--- src/hdl/rkfce_pkg.sv ---
`timescale 1ns / 1ps
// ----------------------------------------------------------------------------
// rkfce_pkg
// Shared types and constants of the Fehlberg 4(5) combine and error block.
// ----------------------------------------------------------------------------
package rkfce_pkg;

	localparam int VALUE_WIDTH   = 32;
	localparam int FRACTION_BITS = 16;
	localparam int GUARD_BITS    = 16;
	localparam int COEF_BITS     = 30;
	localparam int STEP_WIDTH    = 31;
	localparam int NORM_WIDTH    = 32;
	localparam int RATIO_BITS    = 30;
	localparam int TERMS         = 5;
	localparam int ACC_WIDTH     = 64;
	localparam int PROD_SHIFT    = COEF_BITS + FRACTION_BITS - GUARD_BITS;
	localparam int TERM_IDX_W    = $clog2(TERMS);

	localparam logic [STEP_WIDTH-1:0] STEP_RESET = 31'd6554;

	typedef logic signed [VALUE_WIDTH-1:0] value_t;
	typedef logic [COEF_BITS-1:0]          coef_t;

	typedef struct packed {
		value_t                           start_value;
		logic [TERMS-1:0][VALUE_WIDTH-1:0] stage;
		logic                             is_last;
	} item_t;

	// fifth-order weights b5 (k1, k3, k4, k5, k6) as Q0.30 magnitudes
	localparam coef_t FIFTH_W [TERMS] = '{
		30'd127258290, 30'd557257355, 30'd543454550, 30'd193273528, 30'd39045157
	};
	localparam logic [TERMS-1:0] FIFTH_NEG = 5'b01000;

	// fifth minus fourth weights
	localparam coef_t ERR_W [TERMS] = '{
		30'd2982616, 30'd32149463, 30'd31353147, 30'd21474836, 30'd39045157
	};
	localparam logic [TERMS-1:0] ERR_NEG = 5'b00110;

endpackage

--- src/hdl/rkfce_queue.sv ---
`timescale 1ns / 1ps
// ----------------------------------------------------------------------------
// rkfce_queue
// Small item queue between the input stage and the arithmetic sequencer.
// ----------------------------------------------------------------------------
module rkfce_queue
	import rkfce_pkg::*;
#(
	parameter int DEPTH = 4
) (
	input  logic  clk,
	input  logic  arst_n,
	input  logic  push,
	input  item_t push_item,
	output logic  full,
	input  logic  pop,
	output logic  not_empty,
	output item_t pop_item
);

	localparam int ADDR_W = $clog2(DEPTH);

	item_t             mem [DEPTH];
	logic [ADDR_W-1:0] wr_ptr_q;
	logic [ADDR_W-1:0] rd_ptr_q;
	logic [ADDR_W:0]   count_q;

	assign full      = (count_q == (ADDR_W+1)'(DEPTH));
	assign not_empty = (count_q != '0);
	assign pop_item  = mem[rd_ptr_q];

	always_ff @(posedge clk or negedge arst_n) begin
		if (!arst_n) begin
			wr_ptr_q <= '0;
			rd_ptr_q <= '0;
			count_q  <= '0;
		end else begin
			if (push) wr_ptr_q <= (wr_ptr_q == ADDR_W'(DEPTH-1)) ? '0 : wr_ptr_q + 1'b1;
			if (pop)  rd_ptr_q <= (rd_ptr_q == ADDR_W'(DEPTH-1)) ? '0 : rd_ptr_q + 1'b1;
			if (push && !pop)      count_q <= count_q + 1'b1;
			else if (pop && !push) count_q <= count_q - 1'b1;
		end
	end

	always_ff @(posedge clk) begin
		if (push) mem[wr_ptr_q] <= push_item;
	end

endmodule

--- config.mk ---
export PLATFORM = sky130hd
export DESIGN_NAME = rkfce_queue
export DESIGN_NICKNAME = d
export VERILOG_FILES = /design/src/hdl/rkfce_pkg.sv /design/src/hdl/rkfce_queue.sv
export SDC_FILE = /design/constraint.sdc
export NUM_CORES = 1
export LEC_CHECK = 0
export ABC_AREA = 1
export ABC_CLOCK_PERIOD_IN_PS = 11700
export BUFFER_PORTS_ARGS = -buffer_cell sky130_fd_sc_hd__clkbuf_2
export CAP_MARGIN = 30
export CORE_ASPECT_RATIO = 1.25
export CORE_MARGIN = 4
export CORE_UTILIZATION = 45
export CTS_CLUSTER_DIAMETER = 120
export DETAILED_ROUTE_END_ITERATION = 10
export SYNTH_ARGS = -nofsm -noshare
export SYNTH_HDL_FRONTEND = slang
export SYNTH_SLANG_ARGS = --single-unit
--- constraint.sdc ---
create_clock -name clk -period 11.7 [get_ports clk]
set_input_delay 2.925 -clock clk [delete_from_list [all_inputs] [get_ports clk]]
set_output_delay 2.925 -clock clk [all_outputs]
set_load 0.005 [all_outputs]
Yosys cells after proc, flatten, opt, wreduce, memory -nomap -nowiden
Memories as Yosys holds them, arrays and structs flattened. Index checks and enable logic that the tools add are counted. W data, S select, Z words.

Bits in registers: 7. RAM bits: 772. Bits of input ports: 197. Output and inout port bits: 195. Memories: 1.

Memory list: mem (depth 4, bits a word 193, read ports 1, clocked after memory_dff 0, write ports 1, RTL line rkfce_queue.sv:23) `item_t mem [DEPTH];`.

Add/subtract/negate cells: 4. Equality and inequality tests: 3. Mux-type cells: 6. Reductions and logical operators: 6.

Operator list (count): $mux W3 (2); $add A2 B1 Y2 const B (2); $eq A2 B2 Y1 const B (2); $mux W2 (2); $add A3 B1 Y3 const B (1); $eq A3 B3 Y1 const B (1); $reduce_bool A3 Y1 (1); $sub A3 B1 Y3 const B (1); $logic_and A1 B1 Y1 (2); $logic_not A1 Y1 (2); $mux W1 (2); $reduce_bool A2 Y1 (1).

Depth between registers and ports, before layout
Depth in word-level cells: 4. Mapped depth: 9. Gate-level depth less buffers: 9.

Least setup slack after synthesis
No wires, ideal clock.

Path kind: input to register. Start point: in push. End point: mem mem[3][0] (netlist name) (enable). Setup time: 545 ps. Data arrival time: 6678 ps. Data required time: 11155 ps. Path slack: 4477 ps. Cell stages on the path: 2. Buffers on the path: 0. Cells stage by stage: nand2_1 inv_1.

Cells in the longest elaborated chain, start to end: 2.

Ends and longest elaborated chain: start: declaration (RTL line rkfce_queue.sv:13) `input logic push,`; $mux W1 (RTL line rkfce_queue.sv:46) `if (push) mem[wr_ptr_q] <= push_item;`; $mux W1 (implied by the code) (RTL line rkfce_queue.sv:46); end: declaration (RTL line rkfce_queue.sv:23).

No other way between the ends.

==> metrics <==
Clock Skew=~24 ps; metal2 WL=~32 mm; share of cells above drive strength 1=0.194; met3 WL=between 5 and 6 mm; fraction of registers with async set/reset=0.00899; Max Slew Vio Count=0; drt drc=0; setup TNS=0 ps; postcts setup bufs=0; first-pass GRT wire length=101 mm; Power Dens Cells=237 mW/mm2; CP max FO=251; die width=244 um; synth cell count leaders=772 x edfxtp_1, 595 x nand2_1, 397 x inv_1; Post-synth EDFFs=about 770; worst vdd ir=0.000137 V; Max Used Layer=met5; Pwr Total=around 8.6 mW; post-synthesis cell area=0.0313 mm2; largest net degree at the start of global routing=252; Critical Path Source Type=flop; top-count cell post-synth=edfxtp_1; chip height=303 um; Worst Reg2Reg Path Length in Cells=7; worst reg2reg endpoint=mem[1][67]$_DFFE_PP_; hpwl dp=39.2 mm; Slew HR=0.179; H-Tree Depth=3; setup violators final=0; GRT Total Usage=0.176; fmax=about 0.14 GHz; hold path endpoint=count_q[2]$_DFFE_PN0P_; Synth Net Count=2509; wl on met1=approximately 28 mm; clock root cell=clkbuf_16; arrival time worst endpoint=4000 ps; antenna-violating nets left=0; Layout Utilization=0.526; total global routing overflow=0; worst r2r src=wr_ptr_q[1]$_DFFE_PN0P_; Yosys reg bits=779; RSZ-0062 raised after global routing=false; Yosys top cell area share=0.740; TritonCTS Buffers=77; Starting Density=0.457; Setup CP Type=flop to output pin; Hold Buf Count CTS=0; Pleak=between 10 and 15 nW; Area contributors post-synth=edfxtp_1 74%, o211ai_1 9.2%, nand2_1 7.1%; status=complete, no violations; Synth Instances=between 2000 and 2500; # nets final=2873; vias in the first global route=18000; area leader, netlist=edfxtp_1; I/O pin count=approximately 390; CTS tree=yes; CTS sink cnt=between 700 and 800; Yosys cell types=19; worst endpoint required time=between 8000 and 9000 ps; Yosys warnings=0; max cap viols=0; Hold Crit Start=count_q[2]$_DFFE_PN0P_; first drt pass iteration count=5; die footprint=0.0740 mm2; Max Root-Sink Buffers=3; R2R Setup Slk=8700 ps; clock latency on the worst-skew pair=610 ps; Syn-to-layout area delta=15.0%; fin crit share=0.592; DRT iter0 DRCs=971; Synth Area per Inst=13.6 um2; final hold vios=0; IO Port Bufs=391; initial antenna violation count=17; GPL Wtd Cong=0.757; WHS Path Cells=2; Worst Tran Pin Value=1230 ps; drt total wl=66.9 mm; CP Capture Type=output pin; Seq/Total Area, Yosys=0.745; num rows=107; core area=about 0.069 mm2; commonest register cell after synthesis=edfxtp_1; vias per cell=between 5 and 6; min Tclk post-route=6930 ps; Clock transition at path regs=60 ps; WL/cell=around 18 um; vias=18300; CTS resizes=0; Hold/Removal Path Class=flop to flop
[flip-flops by register name, indices dropped and copies added, names as in the netlist]
| register | flops |
|---|---|
| rd_ptr_q | 2 |
| mem | 772 |
| count_q | 3 |
| wr_ptr_q | 2 |
[per-stage QoR]
stage,setup slack [ps],hold slack (ps),instances,cell area [um2]
floorplan,4480,442,2305,31300
global placement,5620,463,3510,33500
detailed placement,5480,462,3514,33600
CTS,4800,477,3650,36000
global route,4450,523,3653,36000
finish,4770,478,3661,36000
[cell usage in the layout (no fill, tap or decap)]
| cell type | instances |
|---|---|
| ha_1 | 6 |
| clkbuf_2 | 391 |
| clkbuf_16 | 78 |
| dfrtp_1 | 6 |
| buf_4 | 15 |
| clkbuf_1 | 15 |
| fa_1 | 1 |
| diode_2 | 9 |
| inv_16 | 1 |
| bufinv_16 | 6 |
| buf_12 | 1 |
| edfxtp_1 | 772 |
| inv_1 | 393 |
| o211ai_1 | 384 |
| dfrtp_4 | 1 |
| xnor2_1 | 1 |
| nand4_1 | 1 |
| nand3_1 | 1 |
| nor2_1 | 3 |
| o211ai_2 | 2 |
| inv_8 | 4 |
| clkinvlp_4 | 3 |
| o21ai_0 | 4 |
| clkinv_1 | 13 |
| buf_16 | 6 |
| inv_6 | 2 |
| clkinv_2 | 15 |
| clkinv_8 | 3 |
| nor3_1 | 1 |
| clkinv_4 | 2 |
| nand2_1 | 595 |
[metal layers]
metal  up-vias  GRT usage
met2       446      0.299
met1      8936      0.216
met4        16     0.0502
met3        89     0.0611
li1       8825          -
met5         -          0
[critical path, cell delays in order (launching register included)]
cell	delay [ps]
dfrtp_1	510
inv_16	370
buf_4	850
buf_12	660
nand2_1	120
o211ai_1	130
nand2_1	130
clkbuf_2	130
[how the worst max path moves through the flow]
stage	slack, ps	start	cells after the start	to
after detailed placement	5480	rd_ptr_q[0]$_DFFE_PN0P_	7	pop_item[107]
after floorplan	4480	push	2	mem[3][0]$_DFFE_PP_
after global placement	5620	rd_ptr_q[0]$_DFFE_PN0P_	7	pop_item[98]
final	4770	rd_ptr_q[0]$_DFFE_PN0P_	7	pop_item[95]
after global routing	4450	rd_ptr_q[0]$_DFFE_PN0P_	7	pop_item[107]
after CTS	4800	rd_ptr_q[0]$_DFFE_PN0P_	7	pop_item[107]
[cell type report]
cell class	instances	area [um2]
Antenna cell	9	22.5
Multi-Input combinational cell	999	5290
Clock buffer	93	2010
Tap cell	926	1160
Timing Repair Buffer	413	2250
Sequential cell	779	23400
Clock inverter	43	402
Inverter	399	1550
Fill cell	5830	32500
[power breakdown]
group          switching, mW  internal, mW
clock                  0.998          1.36
sequential             0.118          3.57
combinational           1.68         0.831
[kinds of logic after synthesis]
group,count (synthesis),synth area share
buffers and inverters,527,0.0858
and+or+nand+nor,601,0.0721
adders and majority gates,7,0.00303
AOI/OAI and AO/OA,390,0.0934
xor gates and xnor gates,1,0.000280
DFF,779,0.745
Note: power is estimated with default switching activity, not from simulation.
