**src/hdl/rkfce_pkg.sv**
```systemverilog
`timescale 1ns / 1ps
// ----------------------------------------------------------------------------
// rkfce_pkg
// Shared types and constants of the Fehlberg 4(5) combine and error block.
// ----------------------------------------------------------------------------
package rkfce_pkg;

	localparam int VALUE_WIDTH   = 32;
	localparam int FRACTION_BITS = 16;
	localparam int GUARD_BITS    = 16;
	localparam int COEF_BITS     = 30;
	localparam int STEP_WIDTH    = 31;
	localparam int NORM_WIDTH    = 32;
	localparam int RATIO_BITS    = 30;
	localparam int TERMS         = 5;
	localparam int ACC_WIDTH     = 64;
	localparam int PROD_SHIFT    = COEF_BITS + FRACTION_BITS - GUARD_BITS;
	localparam int TERM_IDX_W    = $clog2(TERMS);

	localparam logic [STEP_WIDTH-1:0] STEP_RESET = 31'd6554;

	typedef logic signed [VALUE_WIDTH-1:0] value_t;
	typedef logic [COEF_BITS-1:0]          coef_t;

	typedef struct packed {
		value_t                           start_value;
		logic [TERMS-1:0][VALUE_WIDTH-1:0] stage;
		logic                             is_last;
	} item_t;

	// fifth-order weights b5 (k1, k3, k4, k5, k6) as Q0.30 magnitudes
	localparam coef_t FIFTH_W [TERMS] = '{
		30'd127258290, 30'd557257355, 30'd543454550, 30'd193273528, 30'd39045157
	};
	localparam logic [TERMS-1:0] FIFTH_NEG = 5'b01000;

	// fifth minus fourth weights
	localparam coef_t ERR_W [TERMS] = '{
		30'd2982616, 30'd32149463, 30'd31353147, 30'd21474836, 30'd39045157
	};
	localparam logic [TERMS-1:0] ERR_NEG = 5'b00110;

endpackage

```
**src/hdl/rkfce_item_if.sv**
```systemverilog
`timescale 1ns / 1ps
// ----------------------------------------------------------------------------
// rkfce_item_if
// Input request channel: one state element and its stage derivatives.
// ----------------------------------------------------------------------------
interface rkfce_item_if;
	logic        valid;
	logic        ready;
	logic [31:0] start_value;
	logic [31:0] stage_one;
	logic [31:0] stage_three;
	logic [31:0] stage_four;
	logic [31:0] stage_five;
	logic [31:0] stage_six;
	logic        is_last;

	modport source (output valid, start_value, stage_one, stage_three, stage_four,
		stage_five, stage_six, is_last, input ready);
	modport sink (input valid, start_value, stage_one, stage_three, stage_four,
		stage_five, stage_six, is_last, output ready);
endinterface

```
**src/hdl/rkfce_front.sv**
```systemverilog
`timescale 1ns / 1ps
// ----------------------------------------------------------------------------
// rkfce_front
// Input stage: takes requests, packs them into items and pushes to the queue.
// ----------------------------------------------------------------------------
module rkfce_front
	import rkfce_pkg::*;
(
	input  logic         clk,
	input  logic         arst_n,
	rkfce_item_if.sink   items,
	output logic         push,
	output item_t        push_item,
	input  logic         full
);

	logic  valid_s1;
	item_t item_s1;

	assign push      = valid_s1 && !full;
	assign push_item = item_s1;
	assign items.ready = !valid_s1 || !full;

	always_ff @(posedge clk or negedge arst_n) begin
		if (!arst_n) begin
			valid_s1 <= 1'b0;
		end else if (items.ready) begin
			valid_s1 <= items.valid;
		end
	end

	always_ff @(posedge clk) begin
		if (items.ready && items.valid) begin
			item_s1.start_value <= items.start_value;
			item_s1.stage[0]    <= items.stage_one;
			item_s1.stage[1]    <= items.stage_three;
			item_s1.stage[2]    <= items.stage_four;
			item_s1.stage[3]    <= items.stage_five;
			item_s1.stage[4]    <= items.stage_six;
			item_s1.is_last     <= items.is_last;
		end
	end

endmodule

```
**src/flat_wrapper.sv**
```systemverilog
// flat-port wrapper written by rule: the top's interface ports become plain ports
module rkfce_front_flat import rkfce_pkg::*;
  (clk, arst_n, push, push_item, full, items_valid, items_start_value, items_stage_one, items_stage_three, items_stage_four, items_stage_five, items_stage_six, items_is_last, items_ready);
  rkfce_item_if items_i ();
  input  logic clk;
  input  logic arst_n;
  output logic push;
  output item_t push_item;
  input  logic full;
  input wire logic [$bits(items_i.valid)-1:0] items_valid;
  input wire logic [$bits(items_i.start_value)-1:0] items_start_value;
  input wire logic [$bits(items_i.stage_one)-1:0] items_stage_one;
  input wire logic [$bits(items_i.stage_three)-1:0] items_stage_three;
  input wire logic [$bits(items_i.stage_four)-1:0] items_stage_four;
  input wire logic [$bits(items_i.stage_five)-1:0] items_stage_five;
  input wire logic [$bits(items_i.stage_six)-1:0] items_stage_six;
  input wire logic [$bits(items_i.is_last)-1:0] items_is_last;
  output wire logic [$bits(items_i.ready)-1:0] items_ready;
  assign items_i.valid = items_valid;
  assign items_i.start_value = items_start_value;
  assign items_i.stage_one = items_stage_one;
  assign items_i.stage_three = items_stage_three;
  assign items_i.stage_four = items_stage_four;
  assign items_i.stage_five = items_stage_five;
  assign items_i.stage_six = items_stage_six;
  assign items_i.is_last = items_is_last;
  assign items_ready = items_i.ready;
  rkfce_front u_core (.clk(clk), .arst_n(arst_n), .items(items_i), .push(push), .push_item(push_item), .full(full));
endmodule
```
**config.mk**
```make
export PLATFORM = sky130hd
export DESIGN_NAME = rkfce_front_flat
export DESIGN_NICKNAME = d
export VERILOG_FILES = /design/src/hdl/rkfce_pkg.sv /design/src/hdl/rkfce_item_if.sv /design/src/hdl/rkfce_front.sv /design/src/flat_wrapper.sv
export SDC_FILE = /design/constraint.sdc
export NUM_CORES = 1
export LEC_CHECK = 0
export ABC_AREA = 1
export BUFFER_PORTS_ARGS = -buffer_cell sky130_fd_sc_hd__buf_4
export CORE_AREA = 3 3 151 153
export DETAILED_ROUTE_END_ITERATION = 16
export DIE_AREA = 0 0 154 156
export GPL_ROUTABILITY_DRIVEN = 0
export GPL_TIMING_DRIVEN = 0
export SLEW_MARGIN = 25
export SYNTH_ARGS = -nofsm -noshare
export SYNTH_HDL_FRONTEND = slang
export SYNTH_SLANG_ARGS = --single-unit
```
**constraint.sdc**
```tcl
create_clock -name clk -period 12 [get_ports clk]
set_clock_uncertainty 0.05 [all_clocks]
set_input_delay 2.4 -clock clk [delete_from_list [all_inputs] [get_ports clk]]
set_output_delay 2.4 -clock clk [all_outputs]
set_load 0.01 [all_outputs]
```
# [Word level (Yosys, flattened, before mapping)]
# Cells that the tools add are included.
# Widths: inputs -> output; s select.
[totals] reg_bits=194 latch_bits=0 mem_bits_rw=0 mem_bits_ro=0 input_bits=197 output_inout_bits=195 elab_cells=13 memories=0
[classes] n_addsub=0 mul=0 n_div=0 n_lt_le_gt_ge=0 eq_ne=0 shift=0 n_mux=0 n_bitwise=0 reduce_logical=5
[op_table] operator="$logic_and 1x1->1" n=2
[op_table] operator="$logic_not 1->1" n=2
[op_table] operator="$logic_or 1x1->1" n=1

# [Logic depth before layout (Yosys ltp)]
# Gate-level depths: netlist (run 1).
[logic_depth] word_depth=3 mapped_depth=2 ltp_nobuf=2

# [Worst setup path after synthesis (run 1)]
# No wires, ideal clock.
[synth_path] path_type="input -> register" start="input items_valid" end="register u_core.item_s1, in the netlist u_core.push_item[0] (enable)" setup_time_ns=0.810 arrival_ns=11.709 t_required_ns=11.140 setup_slack_ns=-0.569 stages=2 n_path_buf=0 path_cell_list="inv_1 > a21oi_1"
[synth_between] elab_chain_cells=1
[synth_lines] item="start: declaration" line="flat_wrapper.sv:10" text="input wire logic [$bits(items_i.valid)-1:0] items_valid;"
[synth_lines] item="$logic_and 1x1->1" line="rkfce_front.sv:33" text="if (items.ready && items.valid) begin"
[synth_lines] item="end: declaration" line="rkfce_front.sv:18" text="item_t item_s1;"
# Every way passes these cells.
# A chain may end at the register's enable or synchronous reset.

# [Final worst setup path (run 1)]
[layout_path] start="input full" end="output push"
[layout_between] elab_chain_cells=2
[layout_lines] item="start: declaration" line="flat_wrapper.sv:9" text="input logic full;"
[layout_lines] item="$logic_not 1->1" line="rkfce_front.sv:20" text="assign push = valid_s1 && !full;"
[layout_lines] item="$logic_and 1x1->1" line="rkfce_front.sv:20"
[layout_lines] item="end: declaration" line="flat_wrapper.sv:7" text="output logic push;"
# Every way passes these cells.

==> results of run 1 <==
-- power groups by stage --
stage          registers (mW)  clock network (mW)  logic [mW]
2_1_floorplan           0.842                   0      0.0127
3_3_place_gp            0.826                   0       0.140
3_5_place_dp            0.816                   0       0.156
4_1_cts                 0.802               0.545       0.156
5_1_grt                 0.804               0.577       0.163
6_report                0.801               0.525       0.152
-- critical path, delay by kind of cell --
| family | cells | cell delay (ns) |
|---|---|---|
| and+or+nand+nor | 1 | 0.11 |
| buffers and inverters | 2 | 0.26 |
-- layout make-up --
type / instances / area share, %
Multi-Input combinational cell: 4 / 0.277
Sequential cell: 194 / 58.6
Tap cell: 280 / 3.53
Clock buffer: 17 / 4.28
Timing Repair Buffer: 400 / 31.9
Clock inverter: 15 / 1.32
Inverter: 2 / 0.0756
-- path summary, 6_finish.rpt --
kind | start | end | slack (ns) | cells past startpoint
worst max-delay path | full | push | 6.79 | 3
worst min-delay path | u_core.valid_s1 | u_core.valid_s1 | 0.54 | 2
worst max register to register | u_core.valid_s1 | u_core.push_item[45] | 9.73 | 6
worst min register to register | u_core.valid_s1 | u_core.valid_s1 | 0.54 | 2
max in group asynchronous | arst_n | u_core.valid_s1 | 10.12 | 1
min in group asynchronous | arst_n | u_core.valid_s1 | 1.70 | 1
-- cells in the mapped netlist --
master | instances | share of area [%]
a21oi_1 | 1 | 0.086
dfrtp_1 | 1 | 0.43
edfxtp_1 | 193 | 99
inv_1 | 2 | 0.13
nand2_1 | 2 | 0.13
nor2_1 | 1 | 0.064
-- per-layer routing --
metal,GRT usage [%],up-vias,routed length [um],part of all wire (%)
met2,21.2,230,8110,52
met5,0,-,0,0
met3,6.69,21,1850,12
li1,-,1650,-,-
met1,13.2,1702,5420,35
met4,4.42,0,329,2.1
-- sequential cells by signal (all words and copies together), names as in the netlist --
register,cells
u_core.valid_s1,1
u_core.push_item,193
-- logic make-up (layout without fill, tap and decap cells) --
| kind of cell | Yosys count | in the layout |
|---|---|---|
| compound gates | 1 | 1 |
| buf+inv | 2 | 434 |
| flops | 194 | 194 |
| simple gates | 3 | 3 |
-- through the flow --
step / power (mW) / hold slack, ns / setup slack [ns]
after floorplan: 0.855 / 0.512 / 3.80
after global placement: 0.966 / 0.489 / 2.15
after detailed placement: 0.972 / 0.522 / 6.78
after CTS: 1.50 / 0.545 / 6.78
after global routing: 1.54 / 0.601 / 6.76
final: 1.48 / 0.540 / 6.79
==> results.md, run 1 <==
* Hold/Removal Path Class: reg -> reg
* Combinational Power Share at 10.3%
* Number of DRC markers in iteration 0 at 199
* Psw at between 300 and 400 uW
* Critical Path Source Type: input port
* CP Data Arrival Time at 2.76 ns
* Library cells used by synthesis at 6
* Share of layout cells above drive strength 1 at 68.0%
* Inserted Diodes at 0
* Multi-input combinational cell area at 27.5 um^2
* Net Count, Synth at 397
* Total GRT Usage at roughly 12%
* Initial antenna violation count at 0
* XOR/XNOR share of the synthesized area at 0%
* Syn Area/Cell at 29.2 um^2
* Max Root-Sink Buffers at 2
* Design area at 9930 um^2
* Compound-Gate Fraction of Synth Area at 0.0856%
* Period utilization at 43.5%
* Post-route insts no fill at 912
* Synth Cell Area at between 5000 and 6000 um^2
* Pwr Density at 149 nW/um^2
* Post-synthesis sequential area ratio at 99.6%
* Commonest non-fill, non-tap cell in the layout: buf_4
* Routed WL at 15700 um
* Sequential share of power at 54.2%
* Row count at 54
* Core area at 21700 um^2
* Detailed placement HPWL at approximately 13000 um
* Clk_lat worst skew at roughly 0.42 ns
* # fillers at 1896
* DRC violations left at 0
* Largest family of logic cells by synthesized area: simple AND/OR/NAND/NOR gates
* Final Hold Vio Count at 0
* Final setup violation count at 0
* CTS tree: yes
* CTS buffer count at 17
* Die ar. at 24000 um^2
* Post-CTS setup buffers at 0
* Top Ports at between 300 and 400
* Starting Density at a little over a quarter
* Die width at about 150 um
* Worst Tran Pin Value at around 0.58 ns
* Area Growth Syn to Fin at 70.0%
* Fin. max-slew vios at 0
* IO buf count at 391
* Synth Area in Adders at 0%
* Internal power at 1.15 mW
* H-Tree Level Count at 4
* Mux cell area share after synthesis at 0%
* Tmin final at about 5.2 ns
* Fin Setup TNS at 0 ns
* Synthesized flop and latch total at between 150 and 200
* CTS Root Cell: clkbuf_16
* Post-DR wirelength/cell at around 17 um
* Crit-path max FO at 3
* Crit path kind: in -> out
* Worst VDD drop at around 0.088 mV
* Sink Count at 194
* Vias in the first global route at 3919
* PostCTS Resize Cnt at 0
* Crit path cell chain: buf_4, nor2_1, buf_4
* Yosys warnings at 0
* Worst Path Required at 9.55 ns
* Largest net degree at the start of global routing at 26
* # Max-Cap Violations at 0
* Part of the power in the clock network at 35.5%
* Placed Cells at 880
* Pleak at 4.13 nW
* Post-route ant nets at 0
* Switching Fraction at between 20 and 25%
* Via count at around 3600
* Total gr overflow at 0
* Clk slew on worst S/H paths at 0.07 ns
* Simple logic cell fraction of the synthesized area at 0.193%
* Most frequent CP cell: buf_4
* Status: finished clean
* Vias/cell at 3.95
* Cell Area, Placed at 9380 um^2
* Critical-path top delay cell: buf_4
* CTS Hold Bufs at 0
* Post-Synthesis Cells at 200
* RSZ-0062 raised after global routing: no
* 1st-pass router iterations at 4
* Nets at 816
* Final Core Density at 45.8%
* Most frequent cells in the layout: buf_4, edfxtp_1, clkbuf_16
* Critical path endpoint category: output port
* Slew Limit Headroom at 61.1%
* Reg area at 5820 um^2
* Largest stage delay, worst path at between 0.1 and 0.15 ns
* First-pass GRT wire length at 22400 um
* Die Y at approximately 160 um
* Peak Freq at 0.192 GHz
No activity file was read; power rests on OpenSTA's default activity.
==> run 2: changes to the inputs <==
--- a/config.mk
+++ b/config.mk
@@ -5,7 +5,7 @@
 export SDC_FILE = /design/constraint.sdc
 export NUM_CORES = 1
 export LEC_CHECK = 0
-export ABC_AREA = 1
+export ABC_AREA = 0
 export BUFFER_PORTS_ARGS = -buffer_cell sky130_fd_sc_hd__buf_4
 export CORE_AREA = 3 3 151 153
 export DETAILED_ROUTE_END_ITERATION = 16
==> constraint.sdc (replaced) <==
create_clock -name clk -period 5.4 [get_ports clk]
set_clock_uncertainty 0.05 [all_clocks]
set_input_delay 1.08 -clock clk [delete_from_list [all_inputs] [get_ports clk]]
set_output_delay 1.08 -clock clk [all_outputs]
set_load 0.01 [all_outputs]
==> run 2 against run 1 <==
Power up 120%. Die area unchanged. Combinational power up 120%. First-iteration DRC count down 28%. Via count up 0.92%. Register-to-register slack worse by 6.3 ns. Non-clock buffer count unchanged. Wire length up 0.90%. Global-route usage up 0.057 points. Setup slack worse by 4.1 ns. Utilization about the same. Critical path depth unchanged. Largest cell class unchanged.
==> results.md, run 2 <==
* Period utilization at 50.1%
* Largest stage delay, worst path at 0.20 ns (+0.07 ns)
* H-Tree Level Count at 4 (unchanged)
* Final Core Density at 45.8% (about the same)
* Peak Freq at 0.369 GHz
* Post-Synthesis Cells at 198 (-1.0%)
* 1st-pass router iterations at 4 (unchanged)
* Top-count cell post-synth: edfxtp_1
* Most frequent CP cell: buf_4
* Die width at 154 um (unchanged)
* CTS Root Cell: clkbuf_16
* Post-DR wirelength/cell at 17.4 um (+1.1%)
* Post-synthesis sequential area ratio at 99.6% (about the same)
* Synth Flop Type: edfxtp_1
* DRC violations left at 0 (unchanged)
* Crit-path max FO at 4 (+1)
* Clk slew on worst S/H paths at 0.07 ns (about the same)
* Die Y at 156 um (unchanged)
* Final Hold Vio Count at 0 (unchanged)
* RSZ-0062 raised after global routing: no
* Critical Path Source Type: input port
* Share of layout cells above drive strength 1 at 68.3% (+0.22 points)
* Initial antenna violation count at 0 (unchanged)
* Crit path cell chain: buf_4, nor2b_1, buf_4
* Crit path kind: in -> out
* # fillers at 1914 (+0.95%)
* Yosys warnings at 0 (unchanged)
* Tmin final at 2.71 ns
* Net Count, Synth at 395 (-0.50%)
* # Max-Cap Violations at 0 (unchanged)
* IO buf count at 391 (unchanged)
* Starting Density at 27.0% (about the same)
* Routed WL at 15900 um (+0.90%)
* Crit path buf inv count at 2 (unchanged)
* Hold/Removal Path Class: in -> async
* Number of flip-flops in the largest register at 193 (unchanged)
* Synthesized flop and latch total at 194 (unchanged)
* CTS buffer count at 17 (unchanged)
* Synth Cell Area at 5850 um^2 (about the same)
* Cell taking the most area after synthesis: edfxtp_1
* CP Data Arrival Time at 1.58 ns (-1.18 ns)
* Delay-heaviest family, CP: buffers and inverters
* Detailed placement HPWL at 12700 um (-0.20%)
* Worst Tran Pin Value at 0.629 ns (+0.0476 ns)
* Placed Cells at 878 (-0.23%)
* Post-CTS setup buffers at 0 (unchanged)
* Via count at 3636 (+0.92%)
* Slew Limit Headroom at 58.0% (-3.2 points)
* Clk_lat worst skew at 0.42 ns (about the same)
* Commonest non-fill, non-tap cell in the layout: buf_4
* Total GRT Usage at 12.5% (+0.057 points)
* RR Startpoint: u_core.valid_s1
* Vias/cell at 4.00 (+1.1%)
* Largest net degree at the start of global routing at 26 (unchanged)
* Fin. max-slew vios at 0 (unchanged)
* Most frequent cells in the layout: buf_4, edfxtp_1, clkbuf_16
* Top Ports at 392 (unchanged)
* Reg area at 5820 um^2 (unchanged)
* Die ar. at 24000 um^2 (unchanged)
* Post-route insts no fill at 910 (-0.22%)
* Row count at 54 (unchanged)
* Inserted Diodes at 0 (unchanged)
* PostCTS Resize Cnt at 0 (unchanged)
* Final setup violation count at 0 (unchanged)
* Synth top area cells: edfxtp_1, dfrtp_1, a21boi_1
* Cell Area, Placed at 9380 um^2 (about the same)
* First-pass GRT wire length at 22400 um (+0.13%)
* Multi-input combinational cell area at 36.3 um^2 (+32%)
* CTS tree: yes
* Design area at 9930 um^2 (about the same)
* Pleak at 4.12 nW (-0.21%)
* Status: finished clean
* Core area at 21700 um^2 (unchanged)
* Syn Area/Cell at 29.5 um^2 (+1.0%)
* Hold slack at 0.379 ns (-0.161 ns)
* R2r worst-path depth at 4 (-2)
* Post-route ant nets at 0 (unchanged)
* Vias in the first global route at 3888 (-0.79%)
* Max Root-Sink Buffers at 2 (unchanged)
* CTS Hold Bufs at 0 (unchanged)
* Nets at 814 (-0.25%)
* Sink Count at 194 (unchanged)
* Critical path endpoint category: output port
* Worst VDD drop at 0.181 mV (+110%)
* Area Growth Syn to Fin at 69.8% (about the same)
* Critical-path top delay cell: nor2b_1
* Total gr overflow at 0 (unchanged)
* Fraction of registers with async set/reset at 0.515% (unchanged)
* Critical Path Start: full
* Pwr Density at 332 nW/um^2 (+120%)
* Worst Path Required at 4.27 ns (-5.28 ns)
* Library cells used by synthesis at 6 (unchanged)
* Worst path depth at 3 (unchanged)
* Share of the synthesized area in the top cell type at 99.1% (about the same)
* Number of DRC markers in iteration 0 at 144 (-28%)
* EDFF count, synth at 193 (unchanged)
run 2: per-layer routing:
metal / share of wire, % / global-route usage [%]
met2: 51 / 21.0
met4: 2.1 / 5.34
met3: 11 / 5.60
met5: 0 / 0
met1: 36 / 13.9
run 2: worst paths after layout:
kind / to / slack, ns
worst max-delay path: push / 2.69
worst min-delay path: u_core.valid_s1 / 0.38
worst max register to register: u_core.push_item[12] / 3.44
worst min register to register: u_core.valid_s1 / 0.55
max in group asynchronous: u_core.valid_s1 / 4.83
min in group clk: u_core.valid_s1 / 0.55
run 2: kinds of logic after synthesis:
family / Yosys count / synth area share [%]
flops: 194 / 99.6
simple gates: 2 / 0.171
compound gates: 2 / 0.257
run 2: where the power goes:
| part | switching (mW) | total (mW) | internal [mW] |
|---|---|---|---|
| clock | 0.569 | 1.17 | 0.603 |
| sequential | 0.0236 | 1.78 | 1.76 |
| combinational | 0.139 | 0.340 | 0.202 |
run 2: through the flow:
| stage | total power, mW | TNS [ns] | setup slack, ns |
|---|---|---|---|
| final | 3.29 | 0 | 2.69 |
| after global routing | 3.43 | 0 | 2.68 |
| after CTS | 3.34 | 0 | 2.67 |
| after detailed placement | 2.16 | 0 | 2.64 |
| after global placement | 2.14 | -95.85 | -0.508 |
| after floorplan | 1.89 | 0 | 0.626 |
run 2: layout make-up:
type | count | share of cell area (%)
Clock inverter | 15 | 1.26
Sequential cell | 194 | 58.6
Multi-Input combinational cell | 4 | 0.365
Clock buffer | 17 | 4.28
Timing Repair Buffer | 400 | 31.9
Tap cell | 280 | 3.53
